[src/sv/bsr_pkg.sv]
// ----------------------------------------------------------------------------
// bsr_pkg
// Shared types and constants of the byte stream reassembler.
// ----------------------------------------------------------------------------
package bsr_pkg;

    // widths fixed by the stream format
    localparam int POS_W  = 32;
    localparam int BYTE_W = 8;
    localparam int WIN_W  = 7;
    localparam int CNT_W  = 7;

    // default ring size
    localparam int CAPACITY_DEF = 64;

    // register file
    localparam int                ADDR_W      = 3;
    localparam int                DATA_W      = 32;
    localparam logic [0:0]        REG_WINDOW  = 1'b0;
    localparam logic [WIN_W-1:0]  WINDOW_RST  = 7'd64;

    // control sequencer states
    typedef enum logic [2:0] {
        ST_IDLE,
        ST_CALC,
        ST_SCAN,
        ST_READ,
        ST_SEND,
        ST_STATUS
    } bsr_state_t;

endpackage

[src/sv/bsr_ram.sv]
// ----------------------------------------------------------------------------
// bsr_ram
// Generic single-clock RAM, one write port and one read port, registered read.
// ----------------------------------------------------------------------------
module bsr_ram #(
    parameter int WIDTH = 8,
    parameter int DEPTH = 64
) (
    input  logic                     clk,
    input  logic                     we,
    input  logic [$clog2(DEPTH)-1:0] waddr,
    input  logic [WIDTH-1:0]         wdata,
    input  logic                     re,
    input  logic [$clog2(DEPTH)-1:0] raddr,
    output logic [WIDTH-1:0]         rdata
);

    logic [WIDTH-1:0] mem [DEPTH];
    logic [WIDTH-1:0] rdata_reg;

    // write port
    always_ff @(posedge clk) begin
        if (we) begin
            mem[waddr] <= wdata;
        end
    end

    // read port, data held until the next read
    always_ff @(posedge clk) begin
        if (re) begin
            rdata_reg <= mem[raddr];
        end
    end

    assign rdata = rdata_reg;

endmodule

[src/sv/byte_stream_reassembler.sv]
// ----------------------------------------------------------------------------
// byte_stream_reassembler
// Puts out-of-order stream bytes back in order through a ring of byte slots.
// ----------------------------------------------------------------------------
// Usage:
//   s_* channel: one request per byte (or bare end marker) with its absolute
//   32-bit stream position. m_* channel: one result per delivered in-order
//   byte, the final one flagged by m_last_of_run, or a single status result
//   when nothing is delivered. Every result carries the finished flag and
//   the pending byte count as they stand after the request.
//   The APB port holds the acceptance window at address 0.
// Sequence:
//   A request first computes and stores its byte (ST_CALC); unless the stream
//   has already finished, the valid flags of the contiguous run are then walked
//   one slot per cycle (ST_SCAN), and each byte is then read from the slot RAM
//   (ST_READ) and sent (ST_SEND), where a stalled receiver holds it. s_ready
//   is high only while the sequencer is idle; the last result may still wait
//   in the output register then.
// Reset: all slot flags cleared at once, positions and counters zeroed,
//   window set to 64. A stalled receiver holds the output register and the
//   sequencer waits; nothing is lost.
// ----------------------------------------------------------------------------
module byte_stream_reassembler
    import bsr_pkg::*;
#(
    parameter int CAPACITY = CAPACITY_DEF
) (
    input  logic              aclk,
    input  logic              aresetn,
    // request channel
    input  logic              s_valid,
    output logic              s_ready,
    input  logic [POS_W-1:0]  s_byte_position,
    input  logic [BYTE_W-1:0] s_byte_value,
    input  logic              s_carries_byte,
    input  logic              s_ends_stream,
    // result channel
    output logic              m_valid,
    input  logic              m_ready,
    output logic              m_has_output_byte,
    output logic [BYTE_W-1:0] m_out_byte,
    output logic              m_last_of_run,
    output logic              m_stream_finished,
    output logic [CNT_W-1:0]  m_pending_count,
    // configuration port
    input  logic              psel,
    input  logic              penable,
    input  logic              pwrite,
    input  logic [ADDR_W-1:0] paddr,
    input  logic [DATA_W-1:0] pwdata,
    output logic [DATA_W-1:0] prdata,
    output logic              pready
);

    localparam int               IDX_W    = $clog2(CAPACITY);
    localparam logic [IDX_W:0]   CAP_SUM  = (IDX_W+1)'(CAPACITY);
    localparam logic [IDX_W-1:0] LAST_IDX = IDX_W'(CAPACITY - 1);
    localparam logic [CNT_W-1:0] CAP_CNT  = CNT_W'(CAPACITY);

    // sequencer and stream state
    bsr_state_t          state_reg, state_next;
    logic [POS_W-1:0]    next_exp_reg, next_exp_next;
    logic [POS_W-1:0]    end_dist_reg, end_dist_next;
    logic                end_known_reg, end_known_next;
    logic                finished_reg, finished_next;
    logic [CNT_W-1:0]    stored_reg, stored_next;
    logic [IDX_W-1:0]    head_reg, head_next;
    logic [CAPACITY-1:0] valid_reg, valid_next;
    logic [WIN_W-1:0]    win_reg, win_next;
    logic [IDX_W-1:0]    ptr_reg, ptr_next;
    logic [CNT_W-1:0]    cnt_reg, cnt_next;
    logic [CNT_W-1:0]    remain_reg, remain_next;
    logic                fin_res_reg, fin_res_next;
    logic [CNT_W-1:0]    pend_res_reg, pend_res_next;
    logic                m_valid_reg, m_valid_next;

    // captured request and output payload
    logic [POS_W-1:0]    pos_reg;
    logic [POS_W-1:0]    seg_end_reg;
    logic [BYTE_W-1:0]   val_reg;
    logic                carries_reg;
    logic                eos_reg;
    logic                out_has_reg, out_has_next;
    logic [BYTE_W-1:0]   out_byte_reg, out_byte_next;
    logic                out_last_reg, out_last_next;
    logic                out_fin_reg, out_fin_next;
    logic [CNT_W-1:0]    out_pend_reg, out_pend_next;
    logic                out_load;

    // request evaluation
    logic [POS_W-1:0]    off;
    logic [POS_W-1:0]    eoff;
    logic [WIN_W-1:0]    lim;
    logic                in_win;
    logic                take_byte;
    logic                end_ok;
    logic [IDX_W:0]      slot_sum;
    logic [IDX_W-1:0]    slot;
    logic                scan_stop;
    logic                fin_now;
    logic                out_free;
    logic                in_accept;
    logic                cfg_we;

    // slot RAM ports
    logic                ram_we;
    logic                ram_re;
    logic [BYTE_W-1:0]   ram_rdata;

    assign in_accept = s_valid && s_ready;
    assign out_free  = !m_valid_reg || m_ready;
    assign s_ready   = (state_reg == ST_IDLE);
    assign cfg_we    = psel && penable && pwrite;
    assign pready    = 1'b1;

    // register read
    always_comb begin
        prdata = '0;
        unique case (paddr[ADDR_W-1:2])
            REG_WINDOW: prdata = DATA_W'(win_reg);
            default:    prdata = '0;
        endcase
    end

    // offsets of the captured request from the next expected position
    assign off  = pos_reg - next_exp_reg;
    assign eoff = seg_end_reg - next_exp_reg;
    assign lim  = (win_reg > CAP_CNT) ? CAP_CNT : win_reg;
    assign in_win = (off[POS_W-1:WIN_W] == '0) && (off[WIN_W-1:0] < lim);
    assign take_byte = carries_reg && in_win && (!end_known_reg || (off < end_dist_reg));
    assign end_ok = eos_reg && (eoff[POS_W-1:WIN_W] == '0) &&
                    (carries_reg ? (eoff[WIN_W-1:0] <= lim) : (eoff[WIN_W-1:0] < lim));

    // ring slot of the byte
    assign slot_sum = {1'b0, head_reg} + {1'b0, off[IDX_W-1:0]};
    assign slot     = (slot_sum >= CAP_SUM) ? IDX_W'(slot_sum - CAP_SUM) : slot_sum[IDX_W-1:0];

    // run walk ends at an empty slot, at the stream end or after a full ring
    assign fin_now   = end_known_reg && (end_dist_reg == POS_W'(cnt_reg));
    assign scan_stop = !valid_reg[ptr_reg] || fin_now || (cnt_reg == CAP_CNT);

    assign ram_we = (state_reg == ST_CALC) && !finished_reg && take_byte && !valid_reg[slot];
    assign ram_re = (state_reg == ST_READ);

    bsr_ram #(
        .WIDTH (BYTE_W),
        .DEPTH (CAPACITY)
    ) u_slot_ram (
        .clk   (aclk),
        .we    (ram_we),
        .waddr (slot),
        .wdata (val_reg),
        .re    (ram_re),
        .raddr (head_reg),
        .rdata (ram_rdata)
    );

    // sequencer: next state and state updates
    always_comb begin
        state_next     = state_reg;
        next_exp_next  = next_exp_reg;
        end_dist_next  = end_dist_reg;
        end_known_next = end_known_reg;
        finished_next  = finished_reg;
        stored_next    = stored_reg;
        head_next      = head_reg;
        valid_next     = valid_reg;
        win_next       = win_reg;
        ptr_next       = ptr_reg;
        cnt_next       = cnt_reg;
        remain_next    = remain_reg;
        fin_res_next   = fin_res_reg;
        pend_res_next  = pend_res_reg;
        out_load       = 1'b0;
        out_has_next   = out_has_reg;
        out_byte_next  = out_byte_reg;
        out_last_next  = out_last_reg;
        out_fin_next   = out_fin_reg;
        out_pend_next  = out_pend_reg;

        // window register write
        if (cfg_we && (paddr[ADDR_W-1:2] == REG_WINDOW)) begin
            win_next = pwdata[WIN_W-1:0];
        end

        unique case (state_reg)
            ST_IDLE: begin
                if (in_accept) begin
                    state_next = ST_CALC;
                end
            end
            ST_CALC: begin
                if (finished_reg) begin
                    fin_res_next  = 1'b1;
                    pend_res_next = stored_reg;
                    state_next    = ST_STATUS;
                end else begin
                    // store the byte unless its slot is already filled
                    if (take_byte && !valid_reg[slot]) begin
                        valid_next[slot] = 1'b1;
                        stored_next      = stored_reg + 1'b1;
                    end
                    // latest accepted end marker wins
                    if (end_ok) begin
                        end_known_next = 1'b1;
                        end_dist_next  = eoff;
                    end
                    ptr_next   = head_reg;
                    cnt_next   = '0;
                    state_next = ST_SCAN;
                end
            end
            ST_SCAN: begin
                if (scan_stop) begin
                    fin_res_next  = fin_now;
                    pend_res_next = fin_now ? '0 : (stored_reg - cnt_reg);
                    stored_next   = fin_now ? '0 : (stored_reg - cnt_reg);
                    finished_next = fin_now;
                    if (fin_now) begin
                        valid_next = '0;
                    end
                    remain_next = cnt_reg;
                    state_next  = (cnt_reg == '0) ? ST_STATUS : ST_READ;
                end else begin
                    cnt_next = cnt_reg + 1'b1;
                    ptr_next = (ptr_reg == LAST_IDX) ? '0 : (ptr_reg + 1'b1);
                end
            end
            ST_READ: begin
                // read the head slot and advance past it
                valid_next[head_reg] = 1'b0;
                head_next     = (head_reg == LAST_IDX) ? '0 : (head_reg + 1'b1);
                next_exp_next = next_exp_reg + 1'b1;
                end_dist_next = end_dist_reg - 1'b1;
                remain_next   = remain_reg - 1'b1;
                state_next    = ST_SEND;
            end
            ST_SEND: begin
                if (out_free) begin
                    out_load      = 1'b1;
                    out_has_next  = 1'b1;
                    out_byte_next = ram_rdata;
                    out_last_next = (remain_reg == '0);
                    out_fin_next  = fin_res_reg;
                    out_pend_next = pend_res_reg;
                    state_next    = (remain_reg == '0) ? ST_IDLE : ST_READ;
                end
            end
            ST_STATUS: begin
                if (out_free) begin
                    out_load      = 1'b1;
                    out_has_next  = 1'b0;
                    out_byte_next = '0;
                    out_last_next = 1'b1;
                    out_fin_next  = fin_res_reg;
                    out_pend_next = pend_res_reg;
                    state_next    = ST_IDLE;
                end
            end
            default: begin
                state_next = ST_IDLE;
            end
        endcase

        // output register occupancy
        if (out_load) begin
            m_valid_next = 1'b1;
        end else if (m_ready) begin
            m_valid_next = 1'b0;
        end else begin
            m_valid_next = m_valid_reg;
        end
    end

    // control registers
    always_ff @(posedge aclk) begin
        if (!aresetn) begin
            state_reg     <= ST_IDLE;
            next_exp_reg  <= '0;
            end_dist_reg  <= '0;
            end_known_reg <= 1'b0;
            finished_reg  <= 1'b0;
            stored_reg    <= '0;
            head_reg      <= '0;
            valid_reg     <= '0;
            win_reg       <= WINDOW_RST;
            ptr_reg       <= '0;
            cnt_reg       <= '0;
            remain_reg    <= '0;
            fin_res_reg   <= 1'b0;
            pend_res_reg  <= '0;
            m_valid_reg   <= 1'b0;
        end else begin
            state_reg     <= state_next;
            next_exp_reg  <= next_exp_next;
            end_dist_reg  <= end_dist_next;
            end_known_reg <= end_known_next;
            finished_reg  <= finished_next;
            stored_reg    <= stored_next;
            head_reg      <= head_next;
            valid_reg     <= valid_next;
            win_reg       <= win_next;
            ptr_reg       <= ptr_next;
            cnt_reg       <= cnt_next;
            remain_reg    <= remain_next;
            fin_res_reg   <= fin_res_next;
            pend_res_reg  <= pend_res_next;
            m_valid_reg   <= m_valid_next;
        end
    end

    // payload registers
    always_ff @(posedge aclk) begin
        if (in_accept) begin
            pos_reg     <= s_byte_position;
            seg_end_reg <= s_byte_position + POS_W'(s_carries_byte);
            val_reg     <= s_byte_value;
            carries_reg <= s_carries_byte;
            eos_reg     <= s_ends_stream;
        end
        out_has_reg  <= out_has_next;
        out_byte_reg <= out_byte_next;
        out_last_reg <= out_last_next;
        out_fin_reg  <= out_fin_next;
        out_pend_reg <= out_pend_next;
    end

    assign m_valid           = m_valid_reg;
    assign m_has_output_byte = out_has_reg;
    assign m_out_byte        = out_byte_reg;
    assign m_last_of_run     = out_last_reg;
    assign m_stream_finished = out_fin_reg;
    assign m_pending_count   = out_pend_reg;

endmodule

[config.mk]
export PLATFORM = sky130hd
export DESIGN_NAME = byte_stream_reassembler
export DESIGN_NICKNAME = d
export VERILOG_FILES = /design/src/sv/bsr_pkg.sv /design/src/sv/bsr_ram.sv /design/src/sv/byte_stream_reassembler.sv
export SDC_FILE = /design/constraint.sdc
export NUM_CORES = 1
export LEC_CHECK = 0
export ABC_AREA = 1
export BUFFER_PORTS_ARGS = -buffer_cell sky130_fd_sc_hd__buf_2
export CORE_MARGIN = 4
export CORE_UTILIZATION = 50
export CTS_CLUSTER_SIZE = 25
export DETAILED_ROUTE_END_ITERATION = 16
export GPL_ROUTABILITY_DRIVEN = 0
export PLACE_DENSITY = 0.66
export SYNTH_ARGS = -nofsm -noshare
export SYNTH_HDL_FRONTEND = slang
export SYNTH_SLANG_ARGS = --single-unit
[constraint.sdc]
create_clock -name aclk -period 22.8 [get_ports aclk]
set_input_delay 3.42 -clock aclk [delete_from_list [all_inputs] [get_ports aclk]]
set_output_delay 3.42 -clock aclk [all_outputs]
set_load 0.03 [all_outputs]
==> metrics.yaml, run 1 <==
netsw_mw: 1.946
die_h_um: 293.9
period_share_pct: 31.99
hp-class: "register to register"
clk_tree_root_cell: "clkbuf_16"
finish.utilization_pct: 55.50
pnr_worst_setup_slack_ns: 15.51
antenna_found_initial: 1
critPathCaptureType: "primary output"
htreeDepth: 3
dr_vias_cell: 5.797
power.share.switching_pct: 38.75
detail_route.iter0.violations: 3328
ctsHoldBuffers: 0
timing.final.max_slew_violations: 0
clk_latency_ns: 0.67
drcViolationCount: 0
post-dp-hpwl_mm: 75.68
antenna_left: 0
core_um2: 80810
share_comb_of_total_power_pct: 36.2
power_frac_seq_pct: 37.0
areaGrowthSynthToFinish_pct: 9.708
detailed_routing_wirelength_on_met1_mm: 51.30
yosys_warnings: 0
worstPathArrival_ns: 3.87
gr-usage-all-layers_pct: 26.28
drt_pass1_iterations: 7
port-buffer-count: 83
slew_headroom_pct: 23.21
achievable-frequency_mhz: 137.1
register_bit_count_reported_by_yosys: 794
nets: 4723
power.internal_mw: 3.076
synthCells: 4477
clock_power_share_pct: 26.8
crit_path_max_fanout: 8
finalCriticalPeriod_ns: 7.293
tritoncts: "built"
layout_commonest_cell: "nand2_1"
post-cts-setup-buffers: 0
timing_hold_violations_final: 0
wl_per_cell_um: 20.49
synth_enable_flop_cells: 612
path_clk_slew_ns: 0.05
r2r_setup_slack_ns: 15.60
yosys_most_used_dff: "edfxtp_1"
layout_common_cells: "nand2_1, edfxtp_1, a21oi_1"
clock_sink_count: 794
yosysSeqAreaShare_pct: 53.87
chipWidth_um: 293.9
rows: 104
finalWirelength_mm: 115.5
rsz_0062_raised_after_global_routing: "no"
placement.setup.worst_slack_ns: 15.51
status: "finished clean"
yosys.cell_types.count: 64
tightestPinTransition_ns: 1.152
wl_met3_mm: 9.429
grt_pass1_wl_mm: 176.6
synth.cell_area_um2: 40880
max-clock-path-buffers: 3
largest_net_degree_at_the_start_of_global_routing: 99
critical_path.startpoint_type: "input pin"
top_level_ports: 137
wl_met2_mm: 52.04
via_count_of_the_first_global_routing_pass: 30250
cts-buffers-inserted: 86
async_flop_share_pct: 0
ctsResizeCount: 0
static_leakage_nw: 16.86
finalClockSkew_ns: 0.04546
post_synth.cell_area_avg_um2: 9.131
flip_flop_count_of_the_largest_register_all_copies_and_words_added: 512
num_antenna_cells: 0
timing.setup.critical_path_class: "input pin to primary output"
grt-ovfl-total: 0
power_density_nw_per_um2: 112.0
topRoutingLayerUsed: "met5"
floorplan.initialDensity_pct: 50.59
maxCapViolCount: 0
vias: 32670
vdd_drop_max_mv: 0.08693
crit_required_ns: 19.38
finalSetupTns_ns: 0
finalSetupViolations: 0
layout-drive-gt1-share_pct: 7.605
area_of_the_die_um2: 86400
==> worst paths after layout <==
check / cells past startpoint / start / to
max: 3 / paddr[2] / prdata[6]
max reg2reg: 14 / next_exp_reg[0]$_SDFFE_PN0P_ / u_slot_ram.mem[19][5]$_DFFE_PP_
min reg2reg: 0 / pend_res_reg[6]$_SDFFE_PN0P_ / m_pending_count[6]$_DFFE_PP_
min: 0 / pend_res_reg[6]$_SDFFE_PN0P_ / m_pending_count[6]$_DFFE_PP_
==> synthesized netlist by cell type, types with 77 or more instances <==
cell	instances	area share, %
nand4_1	122	1.9
dfxtp_1	182	8.9
ha_1	127	3.9
nand3_1	209	2.6
a21oi_1	484	5.9
clkbuf_1	98	0.90
o21ai_0	152	1.9
nor2_1	382	3.5
nand2_1	997	9.2
edfxtp_1	612	45
inv_1	430	3.9
a22oi_1	77	1.4
==> worst max-delay path, cell delays in order <==
cell,delay [ns]
buf_2,0.14
nor2_1,0.10
buf_2,0.21
==> per-layer routing <==
| metal | GRT usage, % | vias to the layer above |
|---|---|---|
| met5 | 0 | - |
| met1 | 38.25 | 15640 |
| met4 | 7.210 | 2 |
| li1 | - | 15600 |
| met2 | 41.10 | 1236 |
| met3 | 4.272 | 194 |
==> logic make-up (layout without fill, tap and decap cells) <==
group                      after synthesis  after routing  synth area share (%)
DFF                                    794            794                 53.87
AOI/OAI and AO/OA                      900            900                 12.94
buffers and inverters                  658            733                 6.715
adders and majority gates              131            131                 4.083
and+or+nand+nor                       1898           1898                 20.30
xor gates and xnor gates                93             93                 2.057
muxes                                    1              1               0.02449
other                                    2             26               0.01837
==> per-stage QoR <==
| stage | area [um^2] | instances | hold slack, ns | total power [mW] |
|---|---|---|---|---|
| after global placement | 42120 | 5480 | 0.4195 | 3.631 |
| final | 44850 | 5636 | 0.4294 | 5.022 |
| after floorplan | 40970 | 4501 | 0.4030 | 3.214 |
| after detailed placement | 42120 | 5480 | 0.4181 | 3.665 |
| after global routing | 44850 | 5636 | 0.4523 | 5.328 |
| after CTS | 44850 | 5636 | 0.4334 | 5.010 |
==> layout make-up <==
cell class | count | area, um^2
clock inverters | 52 | 491.7
well taps | 1060 | 1326
inverters | 447 | 1682
clock buffers | 104 | 2240
repair buffers | 130 | 770.7
multi-input cells | 3049 | 16320
fillers | 7112 | 35960
flip-flops and latches | 794 | 22020
==> power groups by stage <==
| stage | Sequential (mW) | Clock (mW) | Combinational [mW] |
|---|---|---|---|
| 4_1_cts | 1.86 | 1.37 | 1.79 |
| 6_report | 1.86 | 1.35 | 1.82 |
| 3_5_place_dp | 1.89 | 0 | 1.78 |
| 5_1_grt | 1.87 | 1.43 | 2.03 |
| 2_1_floorplan | 1.91 | 0 | 1.30 |
| 3_3_place_gp | 1.88 | 0 | 1.75 |
(Power assumes the default switching activity.)
==> run 2: changes to the inputs <==
ABC_AREA = 0   (was 1)
PLACE_DENSITY = 0.69   (was 0.66)
clock period = 6.7 ns   (was 22.8 ns; I/O delays follow)
==> run 2 against run 1 <==
Against the previous run: worst hold slack hardly changed; critical path type is now register to register; first-iteration DRC count is 1.8% higher; sequential cell count stayed put; sequential power grew to 3.2 times the previous value; sequential share of layout area is 2.8 points higher; highest routed layer unchanged; clock-buffer cell count is 3 higher; die area is 6.9% lower; power grew to 2.7 times the previous value.
==> metrics.yaml, run 2 <==
dr_vias_cell: 6.470  # +12%
vias: 28470  # -13%
rsz_0062_raised_after_global_routing: "no"
path_clk_slew_ns: 0.06  # about the same
grt_pass1_wl_mm: 165.3  # -6.4%
drcViolationCount: 0  # unchanged
path_cells: "inv_1 > ha_1 > nor2b_1 > o2111ai_2 > a211oi_2 > o211ai_2 > a21oi_2 > mux2i_1 > or4_4 > ha_1 > nand2_1 > nor2_1 > a211oi_1 > o22ai_1 > or4_1 > nor4b_1 > o2111ai_1 > nor4bb_4 > buf_6 > buf_4 > nand4_4 > nor2_1 > buf_4"
chipWidth_um: 283.6  # -3.5%
post-cts-setup-buffers: 0  # unchanged
layout-drive-gt1-share_pct: 12.24  # +4.6 points
period_share_pct: 94.14
htreeDepth: 3  # unchanged
async_flop_share_pct: 0  # unchanged
floorplan.initialDensity_pct: 50.77  # +0.18 points
r2r.worst_path.cells: 23  # +9
timing_hold_violations_final: 0  # unchanged
largest_net_degree_at_the_start_of_global_routing: 73  # -26%
yosys.cell_types.count: 91  # +42%
hp-class: "register to register"
port-buffer-count: 83  # unchanged
ctsHoldBuffers: 0  # unchanged
detail_route.iter0.violations: 3388  # +1.8%
grt-ovfl-total: 0  # unchanged
timing.setup.critical_path_class: "register to register"
power_density_nw_per_um2: 324.2  # +190%
status: "finished clean"
flip_flop_count_of_the_largest_register_all_copies_and_words_added: 512  # unchanged
achievable-frequency_mhz: 158.5
core_um2: 74820  # -7.4%
cpPeakStageDelay_ns: 0.56  # +0.35 ns
yosysSeqAreaShare_pct: 57.97  # +4.1 points
area_of_the_die_um2: 80450  # -6.9%
max-clock-path-buffers: 3  # unchanged
pnr_worst_setup_slack_ns: 0.3926  # -15.11 ns
ctsResizeCount: 0  # unchanged
yosys.area_share.xor_xnor_pct: 3.241  # +1.2 points
maxCapViolCount: 0  # unchanged
clock_sink_count: 794  # unchanged
synthCells: 3245  # -28%
finalCriticalPeriod_ns: 6.307
synth_simple_gate_area_share_pct: 11.89  # -8.4 points
wl_per_cell_um: 24.67  # +20%
antenna_found_initial: 4  # +3
crit_required_ns: 7.04  # -12.34 ns
clk_latency_ns: 0.65  # -0.02 ns
cts-buffers-inserted: 83  # -3.5%
finalSetupViolations: 0  # unchanged
via_count_of_the_first_global_routing_pass: 27670  # -8.5%
vdd_drop_max_mv: 0.1775  # +100%
worstPathArrival_ns: 6.65  # +2.78 ns
largest_family_of_logic_cells_by_synthesized_area: "compound AO/OA/AOI/OAI gates"
top_level_ports: 137  # unchanged
timing.final.max_slew_violations: 0  # unchanged
antenna_left: 0  # unchanged
post-dp-hpwl_mm: 71.23  # -5.9%
layout_common_cells: "edfxtp_1, nor2_1, a22oi_1"
finalWirelength_mm: 108.6  # -6.0%
clk_tree_root_cell: "clkbuf_16"
finalSetupTns_ns: 0  # unchanged
die_h_um: 283.6  # -3.5%
cp_num_cells: 23  # +20
finalClockSkew_ns: 0.03783  # -0.007627 ns
synth.mux.area_fraction_pct: 2.210  # +2.2 points
num_antenna_cells: 0  # unchanged
critical_path.startpoint: "next_exp_reg[1]$_SDFFE_PN0P_"
rows: 100  # -3.8%
startpoint_of_the_worst_slack_reg_to_reg_timing_path: "next_exp_reg[1]$_SDFFE_PN0P_"
post_synth.cell_area_avg_um2: 11.71  # +28%
crit_path_top_delay_cell: "or4_4"
areaGrowthSynthToFinish_pct: 11.77
critical_path.startpoint_type: "register"
worst_r2r_endpoint: "u_slot_ram.mem[22][1]$_DFFE_PP_"
netlist_top_cells_count: "edfxtp_1, nor2_1, a22oi_1"
yosys.area_share.adder_pct: 4.394  # +0.31 points
layout_commonest_cell: "edfxtp_1"
critPathCaptureType: "register"
yosys.cell_count.top_type: "edfxtp_1"
tightestPinTransition_ns: 1.230  # +0.07823 ns
crit_path_max_fanout: 9  # +1
synth.cell_area_um2: 37990  # -7.1%
drt_pass1_iterations: 9  # +2
register_bit_count_reported_by_yosys: 794  # unchanged
yosys_warnings: 0  # unchanged
nets: 3576  # -24%
r2r_setup_slack_ns: 0.39  # -15.21 ns
slew_headroom_pct: 17.38  # -5.8 points
yosys_most_used_dff: "edfxtp_1"
crit_path_end: "u_slot_ram.mem[22][1]$_DFFE_PP_"
synthDominantCellAreaShare_pct: 48.38  # +3.4 points
timing.critical_path.max_delay_family: "simple AND/OR/NAND/NOR gates"
synth_largest_area_cell: "edfxtp_1"
gr-usage-all-layers_pct: 26.15  # -0.13 points
placement.setup.worst_slack_ns: 0.3901  # -15.12 ns
critPathBufInv: 4  # +2
synth_enable_flop_cells: 612  # unchanged
yosys-top-cells-area: "edfxtp_1, dfxtp_1, a22oi_1, ha_1, nor2_1"
synth_compound_gate_area_share_pct: 16.73  # +3.8 points
tritoncts: "built"
static_leakage_nw: 14.80  # -12%
-- run 2: cell count changes in the layout (fill, tap and decap cells not counted), moves of 79 or more --
cell | previous run | this run
a21oi_1 | 484 | 158
a22oi_1 | 77 | 224
inv_1 | 430 | 104
nand2_1 | 997 | 189
nand3_1 | 209 | 81
nor2_1 | 380 | 291
xnor2_1 | 23 | 102
-- run 2: per-layer routing --
layer,up-vias,GRT usage [%],share of wire [%]
met2,1543,42.37,47
met3,259,5.133,9.0
li1,12690,-,-
met1,13980,35.27,41
met5,-,0,0.019
met4,4,9.415,3.5
-- run 2: power by group --
group / switching [mW] / total, mW / internal, mW
combinational: 2.34 / 3.40 / 1.05
clock: 1.96 / 4.50 / 2.54
sequential: 0.135 / 5.87 / 5.73
total: 4.44 / 13.8 / 9.33
-- run 2: cells by family (layout without fill, tap and decap cells) --
family / after synthesis / in the layout
compound gates: 910 / 910
xor+xnor: 139 / 139
fa+ha+maj: 131 / 131
buf+inv: 308 / 471
flops: 794 / 794
mux: 54 / 54
other cells: 2 / 26
simple gates: 907 / 907
-- run 2: final cells by class --
class	instances	area (um^2)
Tap cell	969	1212
Clock inverter	49	434.2
Fill cell	6097	32360
Multi-Input combinational cell	2167	14800
Sequential cell	794	22020
Inverter	108	406.6
Clock buffer	107	2238
Timing Repair Buffer	207	1350
-- run 2: worst min path at each step --
stage	start	cells after the start	slack, ns	end
6_report	pend_res_reg[5]$_SDFFE_PN0P_	0	0.43	m_pending_count[5]$_DFFE_PP_
5_1_grt	pend_res_reg[6]$_SDFFE_PN0P_	0	0.45	m_pending_count[6]$_DFFE_PP_
4_1_cts	pend_res_reg[6]$_SDFFE_PN0P_	0	0.43	m_pending_count[6]$_DFFE_PP_
3_5_place_dp	pend_res_reg[5]$_SDFFE_PN0P_	0	0.42	m_pending_count[5]$_DFFE_PP_
2_1_floorplan	pend_res_reg[0]$_SDFFE_PN0P_	0	0.41	m_pending_count[0]$_DFFE_PP_
3_3_place_gp	pend_res_reg[5]$_SDFFE_PN0P_	0	0.42	m_pending_count[5]$_DFFE_PP_
-- run 2: metrics by stage --
step                      hold WS, ns  power, mW  util, %  cells  cell area [um^2]
after floorplan                0.4090      8.244        -   3269             38080
after global placement         0.4199      9.148    53.16   4245             39780
after detailed placement       0.4217      9.271    53.16   4245             39780
after CTS                      0.4336      13.74    56.73   4401             42450
after global routing           0.4461      14.36    56.75   4401             42460
final                          0.4297      13.77    56.75   4401             42460
